==> src/design/vlfo_pkg.sv <==
package vlfo_pkg;

  localparam int unsigned CfgIdxW  = 3;
  localparam int unsigned CfgDataW = 16;
  localparam int unsigned VolW     = 14;
  localparam int unsigned LfoW     = 16;

  localparam logic [VolW-1:0] VolMax = 14'h3FFF;

  typedef enum logic [CfgIdxW-1:0] {
    REG_LFO_KIND    = 3'd0,
    REG_DELAY_TICKS = 3'd1,
    REG_RAMP_STEPS  = 3'd2,
    REG_MAX_DEPTH   = 3'd3,
    REG_DEPTH_STEP  = 3'd4,
    REG_PHASE_STEP  = 3'd5
  } vlfo_reg_e;

endpackage

==> src/design/voice_lfo_modulator_unit.sv <==
// Per-voice delayed, fading-in triangle LFO. Each accepted input word is one
// tick. While max_depth is nonzero the unit first counts delay_ticks ticks,
// then each tick ramps its depth in by depth_step for ramp_steps ticks (then
// holds max_depth), advances an 8-bit phase by phase_step and forms
// |depth| * triangle(phase), signed by the phase and scaled down by 1024
// (vibrato) or 256 (tremolo). In tremolo mode a change of the LFO value also
// yields left/right volumes (base plus LFO, clamped to 0..16383) with
// volume_update set; otherwise both volumes read 0. Setting restart on a word
// clears the running state before that tick. Throughput is one word per
// clock while the output is not stalled: the tick is evaluated combinationally
// (one 17x8 multiply followed by an add and clamp) and lands in an output
// register. The input is stalled only while a finished result waits downstream.
// Write the configuration registers only while the unit is idle.
module voice_lfo_modulator_unit
  import vlfo_pkg::*;
(
  input  logic                clk_i,
  input  logic                rst_ni,
  // configuration write port
  input  logic                cfg_we_i,
  input  logic [CfgIdxW-1:0]  cfg_idx_i,
  input  logic [CfgDataW-1:0] cfg_data_i,
  // input words
  input  logic                in_valid_i,
  output logic                in_stall_o,
  input  logic                restart_i,
  input  logic [VolW-1:0]     base_vol_left_i,
  input  logic [VolW-1:0]     base_vol_right_i,
  // result words
  output logic                out_valid_o,
  input  logic                out_stall_i,
  output logic signed [LfoW-1:0] lfo_value_o,
  output logic [VolW-1:0]     vol_left_o,
  output logic [VolW-1:0]     vol_right_o,
  output logic                volume_update_o
);

  // Configuration registers.
  logic        lfo_kind_q;
  logic [7:0]  delay_ticks_q;
  logic [7:0]  ramp_steps_q;
  logic [15:0] max_depth_q;
  logic [15:0] depth_step_q;
  logic [7:0]  phase_step_q;

  always_ff @(posedge clk_i or negedge rst_ni) begin
    if (!rst_ni) begin
      lfo_kind_q    <= 1'b0;
      delay_ticks_q <= '0;
      ramp_steps_q  <= '0;
      max_depth_q   <= '0;
      depth_step_q  <= '0;
      phase_step_q  <= '0;
    end else if (cfg_we_i) begin
      case (cfg_idx_i)
        REG_LFO_KIND:    lfo_kind_q    <= cfg_data_i[0];
        REG_DELAY_TICKS: delay_ticks_q <= cfg_data_i[7:0];
        REG_RAMP_STEPS:  ramp_steps_q  <= cfg_data_i[7:0];
        REG_MAX_DEPTH:   max_depth_q   <= cfg_data_i;
        REG_DEPTH_STEP:  depth_step_q  <= cfg_data_i;
        REG_PHASE_STEP:  phase_step_q  <= cfg_data_i[7:0];
        default: ;  // ignore writes beyond the register list
      endcase
    end
  end

  // Running LFO state.
  logic [7:0]  delay_count_q, delay_count_d;
  logic [7:0]  ramp_count_q,  ramp_count_d;
  logic [15:0] cur_depth_q,   cur_depth_d;
  logic [7:0]  phase_q,       phase_d;
  logic [15:0] lfo_out_q,     lfo_out_d;
  logic [15:0] last_sent_q,   last_sent_d;

  // Output register.
  logic            out_valid_q;
  logic [LfoW-1:0] lfo_value_q;
  logic [VolW-1:0] vol_left_q, vol_left_d;
  logic [VolW-1:0] vol_right_q, vol_right_d;
  logic            upd_q, upd_d;

  logic in_accept;

  // Stall the input only while a result is held and not taken.
  assign in_stall_o = out_valid_q && out_stall_i;
  assign in_accept  = in_valid_i && !in_stall_o;

  // Tick evaluation.
  logic [7:0]  s_delay, s_ramp, s_phase;
  logic [15:0] s_depth, s_lfo, s_last;
  logic        active, step_adv, send;
  logic [7:0]  ph_next, ph_abs;
  logic [8:0]  tri_w;
  logic [16:0] depth_abs;
  logic [24:0] mag;
  logic [15:0] q_scaled, lfo_adv;
  logic [15:0] depth_adv;
  logic [7:0]  ramp_adv;
  logic signed [17:0] sum_l, sum_r;

  function automatic logic [VolW-1:0] clamp_vol(input logic signed [17:0] v);
    logic [VolW-1:0] r;
    if (v < 0) begin
      r = '0;
    end else if (v > $signed({4'b0, VolMax})) begin
      r = VolMax;
    end else begin
      r = v[VolW-1:0];
    end
    return r;
  endfunction

  always_comb begin
    // Restart clears the state seen by this tick.
    s_delay = restart_i ? '0 : delay_count_q;
    s_ramp  = restart_i ? '0 : ramp_count_q;
    s_depth = restart_i ? '0 : cur_depth_q;
    s_phase = restart_i ? '0 : phase_q;
    s_lfo   = restart_i ? '0 : lfo_out_q;
    s_last  = restart_i ? '0 : last_sent_q;

    active   = (max_depth_q != '0);
    step_adv = active && (s_delay == delay_ticks_q);

    // Depth fade-in.
    if (s_ramp >= ramp_steps_q) begin
      depth_adv = max_depth_q;
      ramp_adv  = s_ramp;
    end else begin
      depth_adv = (s_ramp != '0) ? s_depth + depth_step_q : depth_step_q;
      ramp_adv  = s_ramp + 8'd1;
    end

    // Triangle of the new phase, scaled by |depth|.
    ph_next   = s_phase + phase_step_q;
    ph_abs    = ph_next[7] ? (8'd0 - ph_next) : ph_next;
    tri_w     = (ph_abs <= 8'd64) ? {ph_abs, 1'b0} : (9'd256 - {ph_abs, 1'b0});
    depth_abs = depth_adv[15] ? (17'd0 - {1'b1, depth_adv}) : {1'b0, depth_adv};
    mag       = depth_abs * {9'd0, tri_w[7:0]};
    q_scaled  = lfo_kind_q ? mag[23:8] : {1'b0, mag[24:10]};
    lfo_adv   = ph_next[7] ? (16'd0 - q_scaled) : q_scaled;

    // Delay countdown, or advance the wave.
    delay_count_d = s_delay;
    ramp_count_d  = s_ramp;
    cur_depth_d   = s_depth;
    phase_d       = s_phase;
    lfo_out_d     = s_lfo;
    if (active && !step_adv) begin
      delay_count_d = s_delay + 8'd1;
    end else if (step_adv) begin
      ramp_count_d = ramp_adv;
      cur_depth_d  = depth_adv;
      phase_d      = ph_next;
      lfo_out_d    = lfo_adv;
    end

    // Volume send in tremolo mode on a change of the LFO value.
    send        = active && lfo_kind_q && (s_last != lfo_out_d);
    last_sent_d = send ? lfo_out_d : s_last;

    sum_l = $signed({4'b0, base_vol_left_i})  + $signed({{2{lfo_out_d[15]}}, lfo_out_d});
    sum_r = $signed({4'b0, base_vol_right_i}) + $signed({{2{lfo_out_d[15]}}, lfo_out_d});
    vol_left_d  = send ? clamp_vol(sum_l) : '0;
    vol_right_d = send ? clamp_vol(sum_r) : '0;
    upd_d       = send;
  end

  // Advance the state on every accepted word.
  always_ff @(posedge clk_i or negedge rst_ni) begin
    if (!rst_ni) begin
      delay_count_q <= '0;
      ramp_count_q  <= '0;
      cur_depth_q   <= '0;
      phase_q       <= '0;
      lfo_out_q     <= '0;
      last_sent_q   <= '0;
    end else if (in_accept) begin
      delay_count_q <= delay_count_d;
      ramp_count_q  <= ramp_count_d;
      cur_depth_q   <= cur_depth_d;
      phase_q       <= phase_d;
      lfo_out_q     <= lfo_out_d;
      last_sent_q   <= last_sent_d;
    end
  end

  // Hold the result until taken; load a new one on accept.
  always_ff @(posedge clk_i or negedge rst_ni) begin
    if (!rst_ni) begin
      out_valid_q <= 1'b0;
    end else if (in_accept) begin
      out_valid_q <= 1'b1;
    end else if (!out_stall_i) begin
      out_valid_q <= 1'b0;
    end
  end

  always_ff @(posedge clk_i) begin
    if (in_accept) begin
      lfo_value_q <= lfo_out_d;
      vol_left_q  <= vol_left_d;
      vol_right_q <= vol_right_d;
      upd_q       <= upd_d;
    end
  end

  assign out_valid_o     = out_valid_q;
  assign lfo_value_o     = $signed(lfo_value_q);
  assign vol_left_o      = vol_left_q;
  assign vol_right_o     = vol_right_q;
  assign volume_update_o = upd_q;

endmodule

==> config.mk <==
export PLATFORM = sky130hd
export DESIGN_NAME = voice_lfo_modulator_unit
export DESIGN_NICKNAME = d
export VERILOG_FILES = /design/src/design/vlfo_pkg.sv /design/src/design/voice_lfo_modulator_unit.sv
export SDC_FILE = /design/constraint.sdc
export NUM_CORES = 1
export LEC_CHECK = 0
export BUFFER_PORTS_ARGS = -buffer_cell sky130_fd_sc_hd__buf_2
export CORE_UTILIZATION = 50
export CTS_CLUSTER_SIZE = 30
export DETAILED_ROUTE_END_ITERATION = 8
export PLACE_DENSITY_LB_ADDON = 0.05
export SETUP_SLACK_MARGIN = 0.4
export SYNTH_ARGS = -nofsm -noshare
export SYNTH_HDL_FRONTEND = slang
export SYNTH_SLANG_ARGS = --single-unit
==> constraint.sdc <==
create_clock -name clk_i -period 37.2 [get_ports clk_i]
set_input_delay 7.44 -clock clk_i [delete_from_list [all_inputs] [get_ports clk_i]]
set_output_delay 7.44 -clock clk_i [all_outputs]
set_load 0.01 [all_outputs]
# [After elaboration in Yosys (flattened, before gate mapping)]
# Index checks and enable logic that the tools add are counted.
[op_classes] bitwise=1 reduce_logical=19 n_lt_le_gt_ge=6 shifts=0 n_mul=1 n_addsub=10 div_mod_pow=0 n_eq_ne=8 muxes=28
[ops] operator="2-to-1 mux 16 bit" count=12
[ops] operator="2-to-1 mux 8 bit" count=11
[ops] operator="adder 15 x 16 -> 17 bit" count=2
[ops] operator="greater-than comparator 17 x 15 -> 1 bit, second input constant" count=2
[ops] operator="less-than comparator 17 x 1 -> 1 bit, second input constant" count=2
[ops] operator="2-to-1 mux 14 bit" count=2
[ops] operator="multiplier 17 x 8 -> 25 bit" count=1
[ops] operator="2-to-1 mux 17 bit" count=1
[ops] operator="subtractor 1 x 17 -> 17 bit, first input constant" count=1
[ops] operator="adder 16 bit" count=1
[ops] operator="adder 8 x 1 -> 8 bit, second input constant" count=2
[ops] operator="!= test 16 bit" count=1
[ops] operator="nonzero test 16 bit" count=1
[ops] operator="subtractor 1 x 16 -> 16 bit, first input constant" count=1
[ops] operator="subtractor 1 x 8 -> 8 bit, first input constant" count=2
[ops] operator="AND reduction 2 bit" count=6
[ops] operator="adder 8 bit" count=1
[ops] operator="== test 8 bit" count=1
[ops] operator="greater-or-equal comparator 8 bit" count=1
[ops] operator="less-or-equal comparator 8 x 7 -> 1 bit, second input constant" count=1
[ops] operator="nonzero test 8 bit" count=1
[ops] operator="== test 3 x 2 -> 1 bit, second input constant" count=2
[ops] operator="== test 3 bit, second input constant" count=2
[ops] operator="logical AND 1 bit" count=6
[ops] operator="other kinds (7)" count=10
[word_totals] in_bits=53 latch_bits=0 mem_count=0 wordCells=90 output_inout_bits=47 ff_bits=175 rom_bits=0 ram_bits=0

# [Depth between registers and ports, before layout]
[logic_depth] depth_word=16 depth_mapped=73 mapped_depth_nobuf=61

# [Worst setup path after synthesis]
# Ideal clock, no wire load.
[synth_timing] path_type="input port to flip-flop" startpoint="input restart_i" endpoint="register vol_left_q[10] (netlist: vol_left_o[10]), data pin" path_slack_ns=15.827 setup_time_ns=0.146 cell_stages=69 required_time_ns=37.054 arrival_time_ns=21.228 n_path_buf=13 path_cell_list="clkbuf_1 -> buf_1 -> clkbuf_1 -> clkbuf_1 -> clkbuf_1 -> clkbuf_1 -> nor2b_1 -> ha_1 -> a21oi_1 -> o21ai_0 -> nor3_2 -> nor2_1 -> buf_2 -> a21o_1 -> inv_1 -> ha_1 -> nand2b_1 -> or4_1 -> [... 33 more ...] -> a21o_1 -> a21oi_1 -> o21ai_0 -> a21oi_1 -> o21ai_0 -> a21oi_1 -> o21ai_0 -> a21o_1 -> a21oi_1 -> inv_1 -> a21oi_1 -> o21bai_1 -> a21o_1 -> a2111oi_0 -> a21oi_1 -> o32a_1 -> clkbuf_1 -> a21oi_1"
[synth_via] elab_chain_len=16 elab_cells_between_ends=37 classes_between="7 x add/sub; 1 x mul; 4 x order compare; 2 x eq/ne; 16 x mux; 1 x bitwise; 6 x reduce/logical"
[synth_rtl] element="start, declared" line_no="voice_lfo_modulator_unit.sv:26" text="input logic restart_i,"
[synth_rtl] element="2-to-1 mux 8 bit (tied with other cells)" line_no="voice_lfo_modulator_unit.sv:118" text="s_phase = restart_i ? '0 : phase_q;"
[synth_rtl] element="adder 8 bit (tied with other cells)" line_no="voice_lfo_modulator_unit.sv:135" text="ph_next = s_phase + phase_step_q;"
[synth_rtl] element="subtractor 1 x 8 -> 8 bit / 2-to-1 mux 16 bit (equally long branches)" line_no="voice_lfo_modulator_unit.sv:136, voice_lfo_modulator_unit.sv:130"
[synth_rtl] element="2-to-1 mux 8 bit / 2-to-1 mux 16 bit (equally long branches)" line_no="voice_lfo_modulator_unit.sv:136, voice_lfo_modulator_unit.sv:126"
[synth_rtl] element="subtractor 1 x 8 -> 8 bit (tied with other cells)" line_no="voice_lfo_modulator_unit.sv:137" text="tri_w = (ph_abs <= 8'd64) ? {ph_abs, 1'b0} : (9'd256 - {ph_abs, 1'b0});"
[synth_rtl] element="2-to-1 mux 8 bit / 2-to-1 mux 17 bit (equally long branches)" line_no="voice_lfo_modulator_unit.sv:137, voice_lfo_modulator_unit.sv:138"
[synth_rtl] element="multiplier 17 x 8 -> 25 bit" line_no="voice_lfo_modulator_unit.sv:139" text="mag = depth_abs * {9'd0, tri_w[7:0]};"
[synth_rtl] element="2-to-1 mux 16 bit" line_no="voice_lfo_modulator_unit.sv:140" text="q_scaled = lfo_kind_q ? mag[23:8] : {1'b0, mag[24:10]};"
[synth_rtl] element="subtractor 1 x 16 -> 16 bit" line_no="voice_lfo_modulator_unit.sv:141" text="lfo_adv = ph_next[7] ? (16'd0 - q_scaled) : q_scaled;"
[synth_rtl] element="2-to-1 mux 16 bit" line_no="voice_lfo_modulator_unit.sv:141"
[synth_rtl] element="2-to-1 mux 16 bit" line_no="voice_lfo_modulator_unit.sv:151" text="end else if (step_adv) begin"
[synth_rtl] element="2-to-1 mux 16 bit *" line_no="voice_lfo_modulator_unit.sv:149" text="if (active && !step_adv) begin"
[synth_rtl] element="via lfo_out_d[1]" line_no="voice_lfo_modulator_unit.sv:72" text="logic [15:0] lfo_out_q, lfo_out_d;"
[synth_rtl] element="parallel branches: the longest is 4 deep, another holds adder 15 x 16 -> 17 bit"
[synth_rtl] element="end signal, assigned" line_no="voice_lfo_modulator_unit.sv:202" text="vol_left_q <= vol_left_d;"
[synth_rtl] element="end, declared" line_no="voice_lfo_modulator_unit.sv:78" text="logic [VolW-1:0] vol_left_q, vol_left_d;"
# Mark *: on every way through the listed nets, which the timed path passes.
# A chain may end at the register's enable or synchronous reset.

# [Final worst setup path]
[layout_timing] startpoint="input restart_i" endpoint="register vol_left_q[0] (netlist: vol_left_o[0]), data pin"
# The elaborated chain is that of the path after synthesis.

==> impl_metrics.json <==
{
  "dieWidth_um": 190,
  "max_slew_margin": 0.253,
  "drc": 0,
  "grt_pass1_vias": 15139,
  "endpoint_kind": "flop",
  "setup_viol": 0,
  "path_class": "in -> reg",
  "dr.first_iter.drc_count": 1297,
  "hold_class": "reg -> reg",
  "fill_cells": 3199,
  "grt_pass1_wl_um": 82300,
  "cts-root-buf": "clkbuf_16",
  "slowest_stage": "nand3_1",
  "crit_required_ns": 37.47,
  "drv_slew": 0,
  "overflow": 0,
  "ys_async_sr_fraction": 0.743,
  "avgSynthCellArea_um2": 8.74,
  "ys.warnings.count": 0,
  "cts_max_path_buffers": 2,
  "timing.final.crit_share": 0.590,
  "worstPathMaxFanout": 65,
  "cts_tree": "yes",
  "io_pins": 100,
  "crit_arrival_ns": 22.21,
  "path_clk_slew_ns": 0.06,
  "cts_hold_buf": 0,
  "clk_latency_ns": 0.44,
  "htree_num_levels": 4,
  "seq_area_frac_synth": 0.262,
  "yosys.cell_types.count": 107,
  "coreArea_mm2": 0.0346,
  "crit_buf_inv": 8,
  "postRouteAntennaNets": 0,
  "status": "complete, no violations",
  "slowest_delay_ns": 0.63,
  "rows": 68,
  "syn_area_mm2": 0.0176,
  "dp.final_hpwl_um": 38800,
  "cts_setup_buffers": 0,
  "wirelength_um": 51200,
  "synth_area_leader_cell": "dfrtp_1",
  "antenna_cells": 0,
  "grt_max_degree": 74,
  "vias_per_cell": 6.12,
  "synth_cells": 2015,
  "final_cell_mix": "194 x nand2_1, 161 x nor2_1, 145 x inv_1",
  "vias": 15535,
  "die_height_um": 190,
  "dr.pass1.iters": 5,
  "synth_ff_type": "dfrtp_1",
  "wl_per_cell_um": 20.2,
  "worst_slew_pin_slew_ns": 1.09,
  "cp_common_cell": "a21oi_1",
  "portBuffers": 99,
  "clock_sinks": 175,
  "yosysTopAreaCellShare": 0.185,
  "syn2layout_area_growth_pct": 8.32,
  "start_kind": "primary input",
  "finClkSkew_ns": 0.0181,
  "numCtsBuffers": 17,
  "rsz0062_at_grt": "no",
  "track_usage": 0.290,
  "antenna_found_initial": 1,
  "post-route-min-period_ns": 21.94,
  "ys_ff_latch": 175,
  "final_common_cell": "nand2_1",
  "tns_ns": 0,
  "hold_viol": 0,
  "nets": 2323,
  "die_area_mm2": 0.0360,
  "synth_edf_count": 45,
  "cts_resized": 0,
  "layout-drive-gt1-share": 0.140,
  "synth.top_cells.by_area": "dfrtp_1 18%, fa_1 8.9%, ha_1 8.6%",
  "max_freq_ghz": 0.0456,
  "gp_congestion": 0.942,
  "cpLargestDelayFamily": "simple AND/OR/NAND/NOR gates",
  "maxCapViolCount": 0,
  "initial_core_util": 0.508
}
flip-flops by register name, indices dropped and copies added (netlist names), 8 cells and up:
| register | count |
|---|---|
| ramp_count_q | 8 |
| phase_step_q | 8 |
| cur_depth_q | 16 |
| lfo_out_q | 16 |
| lfo_value_o | 16 |
| vol_right_o | 14 |
| max_depth_q | 16 |
| last_sent_q | 16 |
| phase_q | 8 |
| ramp_steps_q | 8 |
| depth_step_q | 16 |
| delay_ticks_q | 8 |
| delay_count_q | 8 |
| vol_left_o | 14 |
routing by layer:
| metal | GRT usage | wire length, um | part of all wire |
|---|---|---|---|
| met1 | 0.415 | 24100 | 0.47 |
| met2 | 0.462 | 23000 | 0.45 |
| met3 | 0.0426 | 3290 | 0.064 |
| met4 | 0.0636 | 748 | 0.015 |
| met5 | 0 | 13 | 0.00025 |
final cells by class:
cell class / count / area (um^2) / area share
Multi-Input combinational cell: 1605 / 12100 / 0.633
Sequential cell: 175 / 4600 / 0.241
Timing Repair Buffer: 125 / 697 / 0.0365
Tap cell: 455 / 569 / 0.0299
Inverter: 147 / 552 / 0.0289
Clock buffer: 24 / 502 / 0.0263
Clock inverter: 8 / 66.3 / 0.00348
cell families after synthesis:
| kind of cell | count (synthesis) | synth area share |
|---|---|---|
| buffers and inverters | 240 | 0.0540 |
| adders and majority gates | 199 | 0.175 |
| other | 2 | 0.000427 |
| and+or+nand+nor | 695 | 0.202 |
| AOI/OAI and AO/OA | 534 | 0.212 |
| muxes | 78 | 0.0484 |
| DFF | 175 | 0.262 |
| xor gates and xnor gates | 92 | 0.0470 |
tightest hold or removal path, stage by stage (launching register included):
cell     delay, ns
dfrtp_1       0.34
nand2_1       0.04
o21ai_0       0.06
through the flow:
stage | utilization | instances | worst slack (ns) | hold WS, ns | cell area (um^2)
6_report | 0.551 | 2539 | 15.26 | 0.475 | 19100
2_1_floorplan | - | 2020 | 15.83 | 0.442 | 17600
3_3_place_gp | 0.534 | 2507 | 15.34 | 0.454 | 18500
4_1_cts | 0.551 | 2539 | 15.47 | 0.476 | 19100
3_5_place_dp | 0.534 | 2507 | 15.08 | 0.463 | 18500
5_1_grt | 0.551 | 2539 | 13.98 | 0.516 | 19100
cells in the mapped netlist (46+ instances only):
cell	instances
nand3_1	46
clkbuf_1	72
xnor2_1	59
mux2_2	57
a21oi_1	125
ha_1	121
dfrtp_1	130
o21ai_0	112
nor2b_1	51
inv_1	146
nand2_1	194
fa_1	78
nor2_1	161
final timing paths:
kind                           startpoint               to  slack (ns)  cells past startpoint
max                             restart_i    vol_left_o[0]       15.26                     58
min in group asynchronous          rst_ni    lfo_out_q[12]        6.99                      1
min reg2reg                cur_depth_q[2]   cur_depth_q[2]        0.47                      2
min                        cur_depth_q[2]   cur_depth_q[2]        0.47                      2
max in group asynchronous          rst_ni  ramp_count_q[1]       28.95                      2
max reg2reg                    phase_q[4]    vol_left_o[0]       22.61                     56
Power is left out: the tool's default activity adds up to more than one toggle a clock period on the data nets, which glitch-free logic cannot reach.
